**config.mk**
```make
export PLATFORM = sky130hd
export DESIGN_NAME = soi_ram
export DESIGN_NICKNAME = d
export VERILOG_FILES = /design/src/rtl/core/sparse_octree_insert_defines.svh /design/src/rtl/core/soi_ram.sv
export SDC_FILE = /design/constraint.sdc
export NUM_CORES = 1
export LEC_CHECK = 0
export ABC_CLOCK_PERIOD_IN_PS = 3400
export BUFFER_PORTS_ARGS = -buffer_cell sky130_fd_sc_hd__buf_2
export CAP_MARGIN = 0
export CORE_MARGIN = 2
export CORE_UTILIZATION = 45
export DETAILED_ROUTE_END_ITERATION = 12
export GPL_ROUTABILITY_DRIVEN = 1
export SLEW_MARGIN = 10
export SYNTH_ARGS = -nofsm -noshare
export SYNTH_HDL_FRONTEND = slang
export SYNTH_SLANG_ARGS = --single-unit
```
**constraint.sdc**
```tcl
create_clock -name clk_i -period 3.4 [get_ports clk_i]
set_input_delay 0.34 -clock clk_i [delete_from_list [all_inputs] [get_ports clk_i]]
set_output_delay 0.34 -clock clk_i [all_outputs]
set_load 0.1 [all_outputs]
```
**src/rtl/core/sparse_octree_insert_defines.svh**
```systemverilog
// ----------------------------------------------------------------------------
// sparse_octree_insert_defines.svh
// Assertion macros for the sparse octree insert block.
// ----------------------------------------------------------------------------
`ifndef SPARSE_OCTREE_INSERT_DEFINES_SVH
`define SPARSE_OCTREE_INSERT_DEFINES_SVH
`ifndef SYNTH
// a holds in a cycle, then c holds in the same cycle
`define SOI_ASSERT_IMP(name, a, c, msg) \
  name: assert property (@(posedge clk_i) disable iff (!rst_ni) (a) |-> (c)) else $error(msg);
// a holds in a cycle, then c holds in the next cycle
`define SOI_ASSERT_NXT(name, a, c, msg) \
  name: assert property (@(posedge clk_i) disable iff (!rst_ni) (a) |=> (c)) else $error(msg);
`else
`define SOI_ASSERT_IMP(name, a, c, msg)
`define SOI_ASSERT_NXT(name, a, c, msg)
`endif
`endif

```
**src/rtl/core/soi_ram.sv**
```systemverilog
// ----------------------------------------------------------------------------
// soi_ram
// Single-port synchronous RAM with registered read data.
// ----------------------------------------------------------------------------
module soi_ram #(
  parameter int unsigned WIDTH = 8,
  parameter int unsigned DEPTH = 16
) (
  input  logic                     clk_i,
  input  logic                     we_i,
  input  logic                     re_i,
  input  logic [$clog2(DEPTH)-1:0] addr_i,
  input  logic [WIDTH-1:0]         wdata_i,
  output logic [WIDTH-1:0]         rdata_o
);

  logic [WIDTH-1:0] mem_q [DEPTH];
  logic [WIDTH-1:0] rdata_q;

  // write has priority; read data is registered and appears in the cycle after the read
  always_ff @(posedge clk_i) begin
    if (we_i) begin
      mem_q[addr_i] <= wdata_i;
    end else if (re_i) begin
      rdata_q <= mem_q[addr_i];
    end
  end

  assign rdata_o = rdata_q;

endmodule

```
==> impl_metrics.yaml <==
logic_synthesis:
  ys_ff_latch: 136
  synthArstFlopShare_pct: 0
  synth_ff_type: "edfxtp_1"
  synth_warnings: 0
  synthCells: 231
  synth_most_common_cell: "edfxtp_1"
  synth_top_area_share_pct: 79.2
  synth_area_leaders: "edfxtp_1 (79%), mux4_2 (14%), a22oi_1 (2.3%)"
  syn_area_um2: 5150
  synth_simple_gate_area_share_pct: 3.28
  synth_fp_nets: 246
  synth_edf_count: 136
  synth_compound_area_share_pct: 2.33
  synth_common_cells: "edfxtp_1 (136), mux4_2 (32), a22oi_1 (16)"
  yosys.area_share.adder_pct: 0
  synth_top_family_by_area: "multiplexers"
  synth_cell_type_count: 17
  seq_area_frac_synth_pct: 79.2
  synth-xor-area-share_pct: 0
  muxShareOfSynthArea_pct: 14.0
  syn_area_per_cell_um2: 22.3
  synth_top_area_cell: "edfxtp_1"
sta:
  relSlewSlack_pct: 35.7
  slew_violations: 0
  setup_ws_ns: 1.28
  timing.hold.ws_ns: 0.330
  setup_viol_count_final: 0
  hold_viol_final: 0
  tightest_slew_ns: 0.964
  rsz0062_at_grt: "no"
  post-route-period-util_pct: 62.5
  fin_crit_ns: 2.12
  skew_ns: 0.00998
  clock.fmax_mhz: 471
  tns_ns: 0
clocking:
  cts_buffers: 17
  holdBufCountCts: 0
  tritoncts: "yes"
  htreeDepth: 4
  post_cts_buffers: 0
  cts.sink_count: 136
  cts_resized: 0
  cts-root-buf: "clkbuf_16"
  clk_path_buf_depth: 2
  clk_pin_slew_worst_paths_ns: 0.06
  clk_latency_ns: 0.40
power_and_ir_drop:
  power.leakage_nw: 1.99
  power_density_nw_per_um2: 631
  ir_worst_vdd_v: 0.000349
floorplanning:
  die_area_um2: 12300
  coreArea_um2: 11300
  die_w_um: 111
  die_h_um: 111
  initial_core_util_pct: 45.7
  fp-row-count: 39
  ios: 23
hold_path:
  hold_path.class: "in -> reg"
route:
  viasPerCell: 5.54
  first_pass_iters: 4
  route.detailed.drc: 0
  num_vias: 2406
  wl_um: 9860
  antenna_left: 0
  routedWlPerCell_um: 22.7
  drt_iter0_drc: 216
worst_setup_path:
  rrSetupSlack_ns: 1.81
  crit_type: "in -> reg"
  worst-path-max-fanout: 28
  setup.worst_path.end_class: "register"
  crit_arrival_ns: 2.27
  required_ns: 3.55
  critPathLaunchType: "input port"
final_layout:
  nets: 293
  drive_gt1_share_pct: 34.7
  instances_no_fill: 434
  insertedDiodeCount: 0
  area_growth_pct: 18.1
  nFillCells: 861
  multi_input_area_um2: 1010
  seq_area_um2: 4080
job:
  drv_cap: 0
global_routing:
  grt_max_degree: 40
  grt_overflow: 0
  grt_antenna_before_repair: 0
  first_global_vias: 2569
  grt_pass1_wl_um: 15300
  grt_use_total_pct: 17.3
place:
  pre_cts_ws_ns: 0.753
  dp_hpwl_um: 5990
  gp_congestion: 0.748
  dp_cells: 402
  io_buffer_count: 22
outcome:
  run_status: "completed"
[flip-flops by register name, indices dropped and copies added, names as in the netlist]
| register | flops |
|---|---|
| mem_q | 128 |
| rdata_o | 8 |
[routing by layer]
metal | GRT usage (%) | routed length, um
met5 | 0 | 0
met4 | 7.08 | 63
met3 | 3.39 | 497
met2 | 26.5 | 4940
met1 | 24.8 | 4360
[area by class of cell]
cell class,instances,area share [%]
sequential,136,67.1
clock inverter,15,2.51
timing repair buffer,39,3.90
clock buffer,17,6.99
tap,143,2.94
multi-input combinational,84,16.6
[cell families (layout without fill, tap and decap cells)]
family	after synthesis	after routing
compound gates	16	16
buf+inv	11	71
simple gates	36	36
flops	136	136
mux	32	32
[worst max-delay path: stages]
cell and delay [ns]:
buf_2 0.69, buf_4 0.34, mux4_2 0.51, a22oi_1 0.27, nand2_1 0.08
[worst paths after layout]
path	from	end	cells after the start
max	addr_i[0]	rdata_o[0]	5
min	wdata_i[6]	mem_q[15][6]	1
max reg2reg	mem_q[11][4]	rdata_o[4]	3
min reg2reg	mem_q[7][1]	rdata_o[1]	3
[cell usage in the layout (no fill, tap or decap)]
cell type	n
a22oi_1	16
inv_6	2
buf_2	22
nand3b_1	2
nand2_1	9
nor2_1	13
nor3_1	4
nand2b_1	2
nor2b_1	3
buf_4	17
clkbuf_16	17
bufinv_16	2
clkinvlp_4	5
nand3_1	1
clkinv_4	3
and2_1	1
clkinv_1	3
mux4_2	32
or3b_2	1
edfxtp_1	136
[stage by stage]
stage / power (mW) / utilization (%) / area (um2)
2_1_floorplan: 2.05 / - / 5150
3_3_place_gp: 2.12 / 48.9 / 5510
3_5_place_dp: 2.13 / 48.9 / 5510
4_1_cts: 3.87 / 54.0 / 6090
5_1_grt: 3.95 / 54.0 / 6090
6_report: 3.84 / 54.0 / 6090
[report_power, final]
part	switching [mW]	internal (mW)	total (mW)
registers	0.00788	1.89	1.89
clock network	0.679	1.08	1.76
logic	0.126	0.0679	0.194
Note: power is estimated with default switching activity, not from simulation.
